--- src/sv/rcsgms_pkg.sv ---
`default_nettype none

package rcsgms_pkg;

    localparam int TIME_BITS_DEF  = 32;
    localparam int PULSE_BITS_DEF = 16;

    localparam int IDLE_BITS      = 32;
    localparam int CFG_DATA_BITS  = 32;
    localparam int CFG_INDEX_BITS = 2;
    localparam int QUEUE_DEPTH    = 2;

    localparam logic [CFG_INDEX_BITS-1:0] CFG_IDX_CLEAR_LOW  = 2'd0;
    localparam logic [CFG_INDEX_BITS-1:0] CFG_IDX_CLEAR_HIGH = 2'd1;
    localparam logic [CFG_INDEX_BITS-1:0] CFG_IDX_IDLE       = 2'd2;

    localparam logic [31:0] CLEAR_LOW_RESET  = 32'd1300;
    localparam logic [31:0] CLEAR_HIGH_RESET = 32'd1700;
    localparam logic [31:0] IDLE_RESET       = 32'd1000000;

    typedef enum logic [1:0] {
        GESTURE_OFF,
        GESTURE_ARM,
        GESTURE_SWITCH
    } gesture_t;

    typedef struct packed {
        logic front_clear;
        logic rear_clear;
        logic front_on;
        logic rear_on;
        logic throttle_low;
        logic alive;
    } sample_flags_t;

endpackage

`default_nettype wire

--- src/sv/rcsgms_front.sv ---
`default_nettype none

module rcsgms_front
    import rcsgms_pkg::*;
#(
    parameter int PULSE_BITS = PULSE_BITS_DEF
) (
    input  wire logic                  s_valid,
    output logic                       s_ready,
    input  wire logic [PULSE_BITS-1:0] front_pulse,
    input  wire logic [PULSE_BITS-1:0] rear_pulse,
    input  wire logic [PULSE_BITS-1:0] throttle_pulse,
    input  wire logic                  link_alive,
    input  wire logic [PULSE_BITS-1:0] clear_low,
    input  wire logic [PULSE_BITS-1:0] clear_high,
    input  wire logic                  q_full,
    output logic                       q_push,
    output sample_flags_t              q_flags
);

    assign s_ready = !q_full;
    assign q_push  = s_valid && !q_full;

    always_comb begin
        q_flags.front_clear  = (front_pulse <= clear_low) || (front_pulse >= clear_high);
        q_flags.rear_clear   = (rear_pulse <= clear_low) || (rear_pulse >= clear_high);
        q_flags.front_on     = front_pulse >= clear_high;
        q_flags.rear_on      = rear_pulse >= clear_high;
        q_flags.throttle_low = throttle_pulse < clear_low;
        q_flags.alive        = link_alive;
    end

endmodule

`default_nettype wire

--- src/sv/rcsgms_queue.sv ---
`default_nettype none

module rcsgms_queue
    import rcsgms_pkg::*;
#(
    parameter int WIDTH = 8
) (
    input  wire logic             aclk,
    input  wire logic             aresetn,
    input  wire logic             push,
    input  wire logic [WIDTH-1:0] push_data,
    output logic                  full,
    input  wire logic             pop,
    output logic                  not_empty,
    output logic      [WIDTH-1:0] pop_data
);

    localparam int PTR_BITS   = (QUEUE_DEPTH > 1) ? $clog2(QUEUE_DEPTH) : 1;
    localparam int COUNT_BITS = $clog2(QUEUE_DEPTH + 1);

    logic [WIDTH-1:0]      entry_reg [QUEUE_DEPTH];
    logic [PTR_BITS-1:0]   wr_ptr_reg, wr_ptr_next;
    logic [PTR_BITS-1:0]   rd_ptr_reg, rd_ptr_next;
    logic [COUNT_BITS-1:0] count_reg, count_next;

    assign full      = count_reg == COUNT_BITS'(QUEUE_DEPTH);
    assign not_empty = count_reg != '0;
    assign pop_data  = entry_reg[rd_ptr_reg];

    always_comb begin
        wr_ptr_next = wr_ptr_reg;
        rd_ptr_next = rd_ptr_reg;
        count_next  = count_reg;
        if (push) begin
            wr_ptr_next = (wr_ptr_reg == PTR_BITS'(QUEUE_DEPTH - 1)) ? '0 : wr_ptr_reg + 1'b1;
        end
        if (pop) begin
            rd_ptr_next = (rd_ptr_reg == PTR_BITS'(QUEUE_DEPTH - 1)) ? '0 : rd_ptr_reg + 1'b1;
        end
        if (push && !pop) begin
            count_next = count_reg + 1'b1;
        end else if (pop && !push) begin
            count_next = count_reg - 1'b1;
        end
    end

    always_ff @(posedge aclk) begin
        if (!aresetn) begin
            wr_ptr_reg <= '0;
            rd_ptr_reg <= '0;
            count_reg  <= '0;
        end else begin
            wr_ptr_reg <= wr_ptr_next;
            rd_ptr_reg <= rd_ptr_next;
            count_reg  <= count_next;
        end
    end

    always_ff @(posedge aclk) begin
        if (push) begin
            entry_reg[wr_ptr_reg] <= push_data;
        end
    end

endmodule

`default_nettype wire

--- src/sv/rcsgms_back.sv ---
`default_nettype none

module rcsgms_back
    import rcsgms_pkg::*;
#(
    parameter int TIME_BITS = TIME_BITS_DEF
) (
    input  wire logic                 aclk,
    input  wire logic                 aresetn,
    input  wire logic                 q_valid,
    output logic                      q_pop,
    input  wire sample_flags_t        q_flags,
    input  wire logic [TIME_BITS-1:0] q_time,
    input  wire logic [IDLE_BITS-1:0] idle_timeout,
    output logic                      m_valid,
    input  wire logic                 m_ready,
    output logic                      m_control_active,
    output logic [1:0]                m_gesture_state,
    output logic                      m_indicator_mode
);

    localparam int CMP_BITS = (TIME_BITS > IDLE_BITS) ? TIME_BITS : IDLE_BITS;

    gesture_t             gesture_reg, gesture_next;
    logic                 active_reg, active_next;
    logic                 fnow_reg, fnow_next;
    logic                 rnow_reg, rnow_next;
    logic                 fbef_reg, fbef_next;
    logic                 rbef_reg, rbef_next;
    logic [TIME_BITS-1:0] stamp_reg, stamp_next;
    logic                 m_valid_reg, m_valid_next;
    logic                 m_active_reg;
    logic [1:0]           m_gesture_reg;

    logic [TIME_BITS-1:0] elapsed;
    logic                 idle;
    logic                 flip;
    logic                 fon, ron;

    assign fon     = q_flags.front_on;
    assign ron     = q_flags.rear_on;
    assign elapsed = q_time - stamp_reg;
    assign idle    = CMP_BITS'(elapsed) > CMP_BITS'(idle_timeout);
    assign flip    = (fon != ron) && (fon != fbef_reg) && (ron != rbef_reg);
    assign q_pop   = q_valid && (!m_valid_reg || m_ready);

    always_comb begin
        gesture_next = gesture_reg;
        active_next  = active_reg;
        fnow_next    = fnow_reg;
        rnow_next    = rnow_reg;
        fbef_next    = fbef_reg;
        rbef_next    = rbef_reg;
        stamp_next   = stamp_reg;
        m_valid_next = m_valid_reg && !m_ready;
        if (q_pop) begin
            m_valid_next = 1'b1;
            if ((active_reg && q_flags.throttle_low) || !q_flags.alive) begin
                gesture_next = GESTURE_OFF;
                active_next  = 1'b0;
            end
            if (q_flags.front_clear && q_flags.rear_clear) begin
                fnow_next = fon;
                rnow_next = ron;
                unique case (gesture_next)
                    GESTURE_OFF: begin
                        stamp_next = q_time;
                        if (fon != ron) begin
                            fbef_next    = fon;
                            rbef_next    = ron;
                            gesture_next = GESTURE_ARM;
                        end
                    end
                    GESTURE_ARM: begin
                        if (flip) begin
                            fbef_next    = fon;
                            rbef_next    = ron;
                            gesture_next = GESTURE_SWITCH;
                        end else if (fon == ron) begin
                            if (idle) begin
                                fnow_next    = 1'b0;
                                rnow_next    = 1'b0;
                                fbef_next    = 1'b0;
                                rbef_next    = 1'b0;
                                gesture_next = GESTURE_OFF;
                            end
                        end else begin
                            stamp_next = q_time;
                        end
                    end
                    GESTURE_SWITCH: begin
                        // after an idle reset no flip can follow
                        if (idle) begin
                            fnow_next    = 1'b0;
                            rnow_next    = 1'b0;
                            fbef_next    = 1'b0;
                            rbef_next    = 1'b0;
                            gesture_next = GESTURE_OFF;
                        end else if (flip) begin
                            fbef_next    = fon;
                            rbef_next    = ron;
                            gesture_next = GESTURE_OFF;
                            active_next  = 1'b1;
                        end
                    end
                    default: begin
                    end
                endcase
            end
        end
    end

    always_ff @(posedge aclk) begin
        if (!aresetn) begin
            gesture_reg <= GESTURE_OFF;
            active_reg  <= 1'b0;
            fnow_reg    <= 1'b0;
            rnow_reg    <= 1'b0;
            fbef_reg    <= 1'b0;
            rbef_reg    <= 1'b0;
            stamp_reg   <= '0;
            m_valid_reg <= 1'b0;
        end else begin
            gesture_reg <= gesture_next;
            active_reg  <= active_next;
            fnow_reg    <= fnow_next;
            rnow_reg    <= rnow_next;
            fbef_reg    <= fbef_next;
            rbef_reg    <= rbef_next;
            stamp_reg   <= stamp_next;
            m_valid_reg <= m_valid_next;
        end
    end

    always_ff @(posedge aclk) begin
        if (q_pop) begin
            m_active_reg  <= active_next;
            m_gesture_reg <= gesture_next;
        end
    end

    assign m_valid          = m_valid_reg;
    assign m_control_active = m_active_reg;
    assign m_gesture_state  = m_gesture_reg;
    assign m_indicator_mode = m_active_reg;

endmodule

`default_nettype wire

--- src/sv/rc_switch_gesture_mode_select_core.sv ---
// Path: a beat accepted on the s_ side is written into the queue, then popped into the
// gesture sequencer's output register, which drives the m_ side.
// Throughput: one beat per cycle; a two-entry queue between classifier and gesture
// sequencer absorbs stalls, s_ready drops only when that queue is full.
// Reset: aresetn is synchronous and active low; it clears the gesture, control flag,
// switch history, queue and output valid, and restores the register defaults.
`default_nettype none

module rc_switch_gesture_mode_select_core
    import rcsgms_pkg::*;
#(
    parameter int TIME_BITS  = TIME_BITS_DEF,
    parameter int PULSE_BITS = PULSE_BITS_DEF
) (
    input  wire logic                      aclk,
    input  wire logic                      aresetn,
    input  wire logic                      cfg_we,
    input  wire logic [CFG_INDEX_BITS-1:0] cfg_index,
    input  wire logic [CFG_DATA_BITS-1:0]  cfg_wdata,
    input  wire logic                      s_valid,
    output logic                           s_ready,
    input  wire logic [PULSE_BITS-1:0]     s_front_pulse,
    input  wire logic [PULSE_BITS-1:0]     s_rear_pulse,
    input  wire logic [PULSE_BITS-1:0]     s_throttle_pulse,
    input  wire logic                      s_link_alive,
    input  wire logic [TIME_BITS-1:0]      s_time_now,
    output logic                           m_valid,
    input  wire logic                      m_ready,
    output logic                           m_control_active,
    output logic [1:0]                     m_gesture_state,
    output logic                           m_indicator_mode
);

    localparam int Q_WIDTH = $bits(sample_flags_t) + TIME_BITS;

    logic [PULSE_BITS-1:0] clear_low_reg;
    logic [PULSE_BITS-1:0] clear_high_reg;
    logic [IDLE_BITS-1:0]  idle_timeout_reg;

    logic                  q_full, q_push, q_pop, q_not_empty;
    sample_flags_t         push_flags, pop_flags;
    logic [TIME_BITS-1:0]  pop_time;
    logic [Q_WIDTH-1:0]    pop_data;

    always_ff @(posedge aclk) begin
        if (!aresetn) begin
            clear_low_reg    <= PULSE_BITS'(CLEAR_LOW_RESET);
            clear_high_reg   <= PULSE_BITS'(CLEAR_HIGH_RESET);
            idle_timeout_reg <= IDLE_BITS'(IDLE_RESET);
        end else if (cfg_we) begin
            unique case (cfg_index)
                CFG_IDX_CLEAR_LOW:  clear_low_reg    <= cfg_wdata[PULSE_BITS-1:0];
                CFG_IDX_CLEAR_HIGH: clear_high_reg   <= cfg_wdata[PULSE_BITS-1:0];
                CFG_IDX_IDLE:       idle_timeout_reg <= cfg_wdata[IDLE_BITS-1:0];
                default: begin
                end
            endcase
        end
    end

    rcsgms_front #(
        .PULSE_BITS(PULSE_BITS)
    ) u_front (
        .s_valid       (s_valid),
        .s_ready       (s_ready),
        .front_pulse   (s_front_pulse),
        .rear_pulse    (s_rear_pulse),
        .throttle_pulse(s_throttle_pulse),
        .link_alive    (s_link_alive),
        .clear_low     (clear_low_reg),
        .clear_high    (clear_high_reg),
        .q_full        (q_full),
        .q_push        (q_push),
        .q_flags       (push_flags)
    );

    rcsgms_queue #(
        .WIDTH(Q_WIDTH)
    ) u_queue (
        .aclk     (aclk),
        .aresetn  (aresetn),
        .push     (q_push),
        .push_data({push_flags, s_time_now}),
        .full     (q_full),
        .pop      (q_pop),
        .not_empty(q_not_empty),
        .pop_data (pop_data)
    );

    assign pop_flags = pop_data[Q_WIDTH-1:TIME_BITS];
    assign pop_time  = pop_data[TIME_BITS-1:0];

    rcsgms_back #(
        .TIME_BITS(TIME_BITS)
    ) u_back (
        .aclk            (aclk),
        .aresetn         (aresetn),
        .q_valid         (q_not_empty),
        .q_pop           (q_pop),
        .q_flags         (pop_flags),
        .q_time          (pop_time),
        .idle_timeout    (idle_timeout_reg),
        .m_valid         (m_valid),
        .m_ready         (m_ready),
        .m_control_active(m_control_active),
        .m_gesture_state (m_gesture_state),
        .m_indicator_mode(m_indicator_mode)
    );

endmodule

`default_nettype wire

--- config.mk ---
export PLATFORM = sky130hd
export DESIGN_NAME = rc_switch_gesture_mode_select_core
export DESIGN_NICKNAME = d
export VERILOG_FILES = /design/src/sv/rcsgms_pkg.sv /design/src/sv/rcsgms_front.sv /design/src/sv/rcsgms_queue.sv /design/src/sv/rcsgms_back.sv /design/src/sv/rc_switch_gesture_mode_select_core.sv
export SDC_FILE = /design/constraint.sdc
export NUM_CORES = 1
export LEC_CHECK = 0
export BUFFER_PORTS_ARGS = -buffer_cell sky130_fd_sc_hd__buf_2
export CAP_MARGIN = 20
export CORE_MARGIN = 4
export CORE_UTILIZATION = 55
export CTS_BUF_LIST = sky130_fd_sc_hd__clkbuf_4
export CTS_CLUSTER_DIAMETER = 200
export DETAILED_ROUTE_END_ITERATION = 10
export GPL_TIMING_DRIVEN = 0
export PLACE_DENSITY = 0.91
export SLEW_MARGIN = 20
export SYNTH_ARGS = -nofsm -noshare
export SYNTH_HDL_FRONTEND = slang
export SYNTH_SLANG_ARGS = --single-unit
--- constraint.sdc ---
create_clock -name aclk -period 5 [get_ports aclk]
set_input_delay 1 -clock aclk [delete_from_list [all_inputs] [get_ports aclk]]
set_output_delay 1 -clock aclk [all_outputs]
set_load 0.03 [all_outputs]
# == Yosys cells after proc, flatten, opt, wreduce, memory -nomap -nowiden ==
# Memories as Yosys holds them, arrays and structs flattened. A register that Yosys moved wholly into a read port is not among the register bits.
# Cells that the tools add are included.
# W data, S select, Z words.
# classes
magnitude_cmp,6
addsub,5
reduce_logical,30
n_eq_ne,15
n_mux,41
# op_table
operator,count
$mux W32,2
$pmux W32 S2,1
$ge A16 B16 Y1,2
$gt A32 B32 Y1,1
$le A16 B16 Y1,2
$sub A32 B32 Y32,1
$mux W2,12
$mux W1,23
$lt A16 B16 Y1,1
$logic_and A1 B1 Y1,9
$ne A3 B1 Y1 const B,3
$reduce_and A7 Y1,1
$eq A2 B2 Y1 const B,3
$logic_not A1 Y1,6
$pmux W1 S3,2
$pmux W2 S3,1
$reduce_and A2 Y1,3
$reduce_bool A2 Y1,3
$reduce_and A5 Y1,1
$eq A2 B1 Y1 const B,2
$logic_not A2 Y1,2
$logic_or A1 B1 Y1,4
$ne A2 B2 Y1 const B,2
$ne A1 B1 Y1,3
6 further kinds,7
# totals
out_inout_bits,6
input_bits,120
wordCells,112
mem_count,1
ram_bits,76
ff_bits,109
# memory_table
name,depth,width,read_ports,rd_clocked_by_memory_dff,wr,line_no,source
u_queue.entry_reg,2,38,1,1,1,rcsgms_queue.sv:21,logic [WIDTH-1:0] entry_reg [QUEUE_DEPTH];

# == Longest topological paths before layout ==
# Gate-level depths: netlist (run 1).
# depth
depth_word,10
ltp_mapped,25
depth_no_buf,23

# == Modules after synthesis ==
# Synthesis (run 1) repeated with hierarchy kept, for this count alone.
# unflattened
cells_unflattened,1158
hier_area_um2,11634.9
# by_module_without_submodules
mod,area_per_inst_um2,seq_area_each_um2,n_inst,cells_per_inst
rcsgms_back,4305.4,850.8,1,533
rcsgms_queue,2966.6,2382.3,1,140
rc_switch_gesture_mode_select_core,2573.7,1281.2,1,259
rcsgms_front,1789.2,0.0,1,226

# == Worst setup path before layout (run 1) ==
# No wires, ideal clock.
# synth_timing
path_type,register to register
startpoint,register with a tool-made name
endpoint,"register u_back.m_gesture_reg[0] (netlist: u_back.m_gesture_state[0]), data pin"
path_stages_with_launch,26
setup_ns,0.264
setup_slack_ns,-0.056
period_less_slack_ns,5.056
arrival_ns,4.792
n_path_buf,2
t_required_ns,4.736
path_cell_list,dfxtp_1 > buf_6 > clkbuf_1 > mux2i_1 > ha_1 > inv_1 > fa_1 > a21o_1 > a221oi_2 > a21oi_1 > o22a_2 > a21oi_4 > o21ai_2 > a21o_1 > a21oi_1 > xnor2_1 > ha_1 > nand4_1 > nor4_1 > nor3b_1 > nor2b_1 > a22oi_2 > o21ai_1 > a21oi_1 > o311ai_1 > nand2_1
# synth_lines
element,line_no,source
to (signal assigned),rcsgms_back.sv:138,m_gesture_reg <= gesture_next;
to (decl),rcsgms_back.sv:33,logic [1:0] m_gesture_reg;

==> results.yml, run 1 <==
cells_and_area:
  nFillCells: 1432
  syn_to_final_growth_pct: 16.2
  largest_reg_flops: 76
  fin_nets: 1563
  layout-drive-gt1-share_pct: 21.0
drt:
  vias: 8913
  drt-total-wl_mm: 27.3
  drcViolationCount: 0
  drt_iter0_markers: 473
  dr.pass1.iters: 5
  antenna_left: 0
  viasPerCell: 5.66
  wl_per_cell_um: 17.3
clock_tree:
  clkTransAtPathRegs_ns: 0.14
  cts_made_buffers: 17
  cts_htree_levels: 4
  clk_latency_ns: 0.60
  cts.path.max_buffers: 2
  clock-sinks: 186
  cts_tree: "done"
  clock_tree.root_cell: "clkbuf_4"
yosys:
  yosys_warnings: 0
  synth_edf_count: 79
  yosys.area.top_type: "edfxtp_1"
  synthArstFlopShare_pct: 0
  yosys.cell_types.count: 67
  synth-seq-cells: 186
  ys_seq_area_share_pct: 40.5
  synth_top_flop_cell: "dfxtp_1"
  syn_inst: 1130
  synth_area_um2: 11100
  synth_area_leaders: "edfxtp_1, dfxtp_1, ha_1, nand2_1, inv_1"
  synth_nets: 1399
  yosys.area.top_type_share_pct: 21.3
  avgSynthCellArea_um2: 9.86
worst_setup_path:
  crit_required_ns: 5.34
  critical_path.cell_chain: "buf_12, clkbuf_16, mux2_2, ha_1, a21oi_1, o21ai_2, nor2_2, a31oi_4, a221oi_4, a21oi_2, a21o_1, a21oi_2, xnor2_1, ha_1, nand4_1, nor4_4, nor3b_2, nor2b_2, a22oi_2, o21ai_2, a21oi_4, o311ai_2, nand2_1"
  crit_type: "reg2reg"
  max_stage_delay_ns: 0.38
  worstSetupEndpointType: "register"
  crit_fanout: 10
  cp_slowest_cell: "dfxtp_2"
  critical_path_arrival_ns: 5.72
  start_kind: "register"
global_routing:
  antenna_found_initial: 5
  grt_pass1_wl_mm: 41.6
  overflow: 0
  track_usage_pct: 23.3
  grt_max_degree: 32
  grt_pass1_vias: 8644
power:
  power_mw: 6.05
  irDropWorstVdd_mv: 0.196
  p_leak_nw: 5.29
  p_per_area_nw_per_um2: 467
timing:
  setup-violations-final: 8
  fin_setup_tns_ns: -1.73
  finClkSkew_ns: 0.0226
  hold_violations: 0
  max_clock_freq_ghz: 0.186
  drv_slew: 0
  finalCritPeriodShare_pct: 108
  slew_headroom_pct: 57.2
  tightest_slew_ns: 0.642
  fin_ws_ns: -0.383
  final.min_clock_period_ns: 5.38
  grt_setup_unrepaired: "true"
flow_run:
  maxCapViolations: 0
run_status:
  violations: "setup timing"
  status: "finished with violations"
placement:
  portBuffers: 124
  dpl.hpwl_mm: 20.0
  gp_congestion: 0.878
floorplanning:
  die_area_um2: 22600
  std_cell_rows: 51
  pin_count: 126
  design.core.area_um2: 19700
  fp.dieH_um: 150
  fp.dieW_um: 150
  start_util_pct: 56.5
hold_path:
  min_path_type: "reg2reg"
Yosys cell counts (4+ instances only):
| cell type | number |
|---|---|
| inv_1 | 108 |
| a21o_1 | 41 |
| o21a_1 | 14 |
| or2_2 | 4 |
| nand4_1 | 17 |
| xor2_1 | 15 |
| o211ai_1 | 22 |
| a21oi_1 | 57 |
| mux2i_1 | 34 |
| o21ai_0 | 27 |
| o21bai_1 | 4 |
| edfxtp_1 | 79 |
| mux2_2 | 32 |
| nor2_1 | 28 |
| ha_1 | 148 |
| a21boi_0 | 49 |
| buf_6 | 4 |
| nand2b_1 | 15 |
| and2_1 | 7 |
| nand3b_1 | 4 |
| nand3_1 | 8 |
| dfxtp_1 | 107 |
| nor3_1 | 8 |
| nor2b_1 | 39 |
| and3_1 | 5 |
| xnor2_1 | 19 |
| clkbuf_1 | 26 |
| nand2_1 | 151 |
kinds of logic (layout without fill, tap and decap cells):
family | count (synthesis) | count (layout) | synth area share, %
adders and majority gates | 149 | 149 | 16.8
AOI/OAI and AO/OA | 254 | 254 | 15.8
buffers and inverters | 142 | 319 | 5.12
and+or+nand+nor | 299 | 299 | 12.8
DFF | 186 | 186 | 40.5
other | 0 | 3 | 0
xor gates and xnor gates | 34 | 34 | 2.67
muxes | 66 | 66 | 6.29
layout by cell type, fill, tap and decap left out, types with 7 or more instances in the layout:
| cell type | count |
|---|---|
| xor2_1 | 15 |
| a21oi_1 | 51 |
| mux2i_1 | 33 |
| xnor2_1 | 19 |
| o21a_1 | 14 |
| dfxtp_1 | 106 |
| a21boi_0 | 49 |
| mux2_2 | 31 |
| o21ai_0 | 24 |
| clkbuf_4 | 22 |
| buf_2 | 124 |
| inv_1 | 107 |
| clkbuf_1 | 23 |
| nand3_1 | 8 |
| nand2_1 | 148 |
| o211ai_1 | 22 |
| nor2_1 | 24 |
| nand2b_1 | 15 |
| nor2b_1 | 38 |
| and2_1 | 7 |
| nor3_1 | 8 |
| edfxtp_1 | 79 |
| nand4_1 | 17 |
| buf_4 | 19 |
| ha_1 | 140 |
| a21o_1 | 40 |
worst paths after layout:
| kind | start | endpoint | slack (ns) | depth (start not counted) |
|---|---|---|---|---|
| worst max-delay path | register | u_back.m_gesture_state[0] | -0.38 | 23 |
| worst min-delay path | idle_timeout_reg[7] | idle_timeout_reg[7] | 0.48 | 2 |
| worst max register to register | register | u_back.m_gesture_state[0] | -0.38 | 23 |
| worst min register to register | idle_timeout_reg[7] | idle_timeout_reg[7] | 0.48 | 2 |
critical path, delay by kind of cell (launching register included):
family / cells / cell delay (ns)
DFF: 1 / 0.38
and+or+nand+nor: 6 / 1.12
buffers and inverters: 2 / 0.31
muxes: 1 / 0.36
adders and majority gates: 2 / 0.70
AOI/OAI and AO/OA: 11 / 2.15
xor gates and xnor gates: 1 / 0.09
report_power, final:
group / internal [mW] / switching, mW / total, mW
clock: 0.369 / 0.496 / 0.866
sequential: 1.80 / 0.0849 / 1.89
combinational: 1.48 / 1.82 / 3.30
area by class of cell:
class / count / area, um^2 / share of cell area (%)
Clock buffer: 22 / 165 / 1.28
Antenna cell: 3 / 7.51 / 0.0580
Clock inverter: 10 / 124 / 0.957
Buffer: 34 / 228 / 1.76
Tap cell: 265 / 332 / 2.56
Sequential cell: 186 / 4520 / 34.9
Timing Repair Buffer: 145 / 811 / 6.26
Multi-Input combinational cell: 802 / 6360 / 49.1
Inverter: 108 / 405 / 3.13
routing by layer:
| metal | track usage (%) | wire length (um) |
|---|---|---|
| met1 | 28.9 | 11100 |
| met2 | 40.4 | 13800 |
| met3 | 5.03 | 1720 |
| met4 | 7.78 | 625 |
| met5 | 0 | 27 |
repair_timing:
| item | CTS | global route |
|---|---|---|
| resized for setup | 35 | 35 |
| hold endpoints to repair | 0 | 0 |
| setup buffers | 13 | 6 |
| hold buffers | 0 | 0 |
| pin swaps | 19 | 34 |
| endpoints found under the setup margin | 8 | 8 |
metrics by stage:
stage	instances	hold WS (ns)	util, %	cell area [um^2]	setup WS [ns]
floorplan	1130	0.443	-	11200	0.102
global placement	1519	0.452	61.4	12100	-0.668
detailed placement	1521	0.457	61.6	12200	-0.882
CTS	1566	0.475	64.4	12700	-0.210
global route	1575	0.493	65.7	12900	-0.595
finish	1575	0.475	65.7	12900	-0.383
Note: power is estimated with default switching activity, not from simulation.
==> run 2, diff against run 1 <==
--- a/config.mk
+++ b/config.mk
@@ -5,15 +5,16 @@
 export SDC_FILE = /design/constraint.sdc
 export NUM_CORES = 1
 export LEC_CHECK = 0
+export ABC_AREA = 1
 export BUFFER_PORTS_ARGS = -buffer_cell sky130_fd_sc_hd__buf_2
 export CAP_MARGIN = 20
-export CORE_MARGIN = 4
-export CORE_UTILIZATION = 55
+export CORE_MARGIN = 2
+export CORE_UTILIZATION = 50
 export CTS_BUF_LIST = sky130_fd_sc_hd__clkbuf_4
 export CTS_CLUSTER_DIAMETER = 200
 export DETAILED_ROUTE_END_ITERATION = 10
 export GPL_TIMING_DRIVEN = 0
-export PLACE_DENSITY = 0.91
+export PLACE_DENSITY = 0.85
 export SLEW_MARGIN = 20
 export SYNTH_ARGS = -nofsm -noshare
 export SYNTH_HDL_FRONTEND = slang
==> run 2 against run 1 <==
- the run now ends clean
- first-iteration DRC count up 40%
- final cell count up 14%
- setup slack better by 0.87 ns
- sequential share of layout area up 1.3 points
- synthesized cell count up 20%
- die area up 3.5%
- total power up 18%
- worst hold slack worse by 0.0064 ns
- largest cell class unchanged
- largest power group unchanged
==> results.yml, run 2 <==
worst_setup_path:
  worstSetupEndpointType: "register"
  max_stage_delay_ns: 0.46
  cp_slowest_cell: "a221oi_1"
  worst-path-buf-inv: 4
  crit_type: "reg2reg"
  cp_common_cell: "nand2_1"
  crit_required_ns: 5.38
  critical_path_arrival_ns: 4.90
  start_kind: "register"
  critical-path-top-delay-family: "simple AND/OR/NAND/NOR gates"
  crit_fanout: 10
placement:
  gp_congestion: 0.912
  place_inst: 1764
  place_area_um2: 12100
  dpl.hpwl_mm: 22.4
  portBuffers: 124
cells_and_area:
  nFillCells: 1939
  fin_nets: 1772
  syn_to_final_growth_pct: 12.3
  fin_cells: 1798
  stdcell_area_um2: 12500
  final-seq-area_um2: 4510
  layout-drive-gt1-share_pct: 12.1
  final_cell_mix: "nand2_1, inv_1, a21oi_1, ha_1, buf_2"
  largest_reg_flops: 76
  final_common_cell: "nand2_1"
  multiInputGateArea_um2: 5780
timing:
  tightest_slew_ns: 0.642
  setup-violations-final: 0
  final.min_clock_period_ns: 4.51
  fin_setup_tns_ns: 0
  grt_setup_unrepaired: "false"
  drv_slew: 0
  hold_violations: 0
  finalCritPeriodShare_pct: 90.2
  finClkSkew_ns: 0.0281
  slew_headroom_pct: 57.2
  hold_ws_ns: 0.469
  max_clock_freq_ghz: 0.222
yosys:
  synth-seq-cells: 186
  synth_area_leaders: "edfxtp_1, dfxtp_1, ha_1, nand2_1, a21oi_1"
  yosys.cell_types.count: 45
  synth_top_cells_by_count: "nand2_1, inv_1, a21oi_1"
  synthSimpleGateAreaFrac_pct: 15.5
  avgSynthCellArea_um2: 8.17
  yosys.area.top_type_share_pct: 21.4
  synth_nets: 1627
  synthXorXnorAreaFrac_pct: 2.29
  yosys_warnings: 0
  syn_inst: 1358
  ys_seq_area_share_pct: 40.7
  yosys.area.top_type: "edfxtp_1"
  synthArstFlopShare_pct: 0
  synth_edf_count: 79
  synth_compound_area_share_pct: 16.8
  synthMuxAreaShare_pct: 0.180
  yosysMostFrequentCell: "nand2_1"
  synth_area_um2: 11100
  synth_adder_area_share_pct: 16.9
  synth_top_flop_cell: "dfxtp_1"
  synth_top_family_by_area: "adder cells"
floorplanning:
  die_area_um2: 23400
  start_util_pct: 50.9
  pin_count: 126
  std_cell_rows: 54
  fp.dieH_um: 153
  design.core.area_um2: 21800
  fp.dieW_um: 153
drt:
  viasPerCell: 5.29
  dr.pass1.iters: 5
  antenna_left: 0
  drt_iter0_markers: 663
  drt-total-wl_mm: 27.4
  wl_per_cell_um: 15.2
  drcViolationCount: 0
  vias: 9516
flow_run:
  maxCapViolations: 0
power:
  p_leak_nw: 5.63
  irDropWorstVdd_mv: 0.248
  p_per_area_nw_per_um2: 573
global_routing:
  antenna_found_initial: 3
  grt_pass1_wl_mm: 44.6
  grt_pass1_vias: 9258
  track_usage_pct: 23.7
  grt_max_degree: 27
  overflow: 0
run_status:
  status: "completed"
clock_tree:
  cts_htree_levels: 4
  clkTransAtPathRegs_ns: 0.16
  cts.path.max_buffers: 2
  clock-sinks: 186
  cts_made_buffers: 17
  clk_latency_ns: 0.60
  cts_tree: "done"
  clock_tree.root_cell: "clkbuf_4"
hold_path:
  min_path_type: "reg2reg"
==> run 2: cell count changes in the layout (fill, tap and decap cells not counted), sizes merged, moves of 15 or more <==
cell and change:
nand2 +140, a21oi +108, nor2 +50, nand2b -15, nor2b -39, nand3 +22
buf -16, mux2i -32, xnor2 -15, inv +77, mux2 -32, o21ai +91
a21o -31, a21boi -49
==> run 2: where the power goes <==
group,switching [mW],internal [mW]
Clock,0.528,0.357
Sequential,0.0711,1.85
Combinational,2.73,1.61
Total,3.33,3.81
==> run 2: layout make-up <==
| type | count | share of cell area (%) |
|---|---|---|
| diodes | 2 | 0.0401 |
| plain buffers | 36 | 1.35 |
| clock buffers | 18 | 1.08 |
| clock inverters | 14 | 1.35 |
| inverters | 183 | 5.51 |
| multi-input cells | 953 | 46.3 |
| flip-flops and latches | 186 | 36.2 |
| well taps | 280 | 2.81 |
| repair buffers | 126 | 5.30 |
==> run 2: worst paths after layout <==
check | cells after the start | end | from | slack, ns
setup / recovery | 27 | u_back.m_gesture_state[1] | register | 0.49
hold / removal | 2 | u_back.stamp_reg[2] | u_back.stamp_reg[2] | 0.47
setup reg to reg | 27 | u_back.m_gesture_state[1] | register | 0.49
hold reg to reg | 2 | u_back.stamp_reg[2] | u_back.stamp_reg[2] | 0.47
==> run 2: repair_timing <==
item                       CTS  global route
resized for setup            0            13
setup endpoints to repair    0             8
buffers inserted             0             0
hold buffers                 0             0
==> run 2: kinds of logic (layout without fill, tap and decap cells) <==
| logic type | Yosys count | in the layout |
|---|---|---|
| xor gates and xnor gates | 29 | 29 |
| and+or+nand+nor | 430 | 430 |
| buffers and inverters | 219 | 377 |
| adders and majority gates | 149 | 149 |
| AOI/OAI and AO/OA | 343 | 343 |
| muxes | 2 | 2 |
| DFF | 186 | 186 |
| other | 0 | 2 |
==> run 2: per-layer routing <==
metal	GRT usage (%)	part of all wire, %	vias up
met4	8.07	2.7	2
li1	-	-	4874
met5	0	0.055	-
met1	30.4	44	4314
met3	5.73	6.7	56
met2	39.5	46	270
==> run 2: worst register-to-register path: cells and delay by family (launching register included) <==
kind            cells  cell delay, ns
fa+ha+maj           2            0.58
compound gates      4            1.06
buf+inv             4            0.82
flops               1            0.34
simple gates       17            1.52
==> run 2: metrics by stage <==
stage / setup WS, ns / utilization, % / total power [mW]
finish: 0.488 / 57.1 / 7.14
global route: 0.0142 / 57.1 / 7.88
CTS: 0.0525 / 57.0 / 7.09
detailed placement: 0.0912 / 55.6 / 6.21
global placement: 0.110 / 55.3 / 6.03
floorplan: 1.10 / - / 5.14
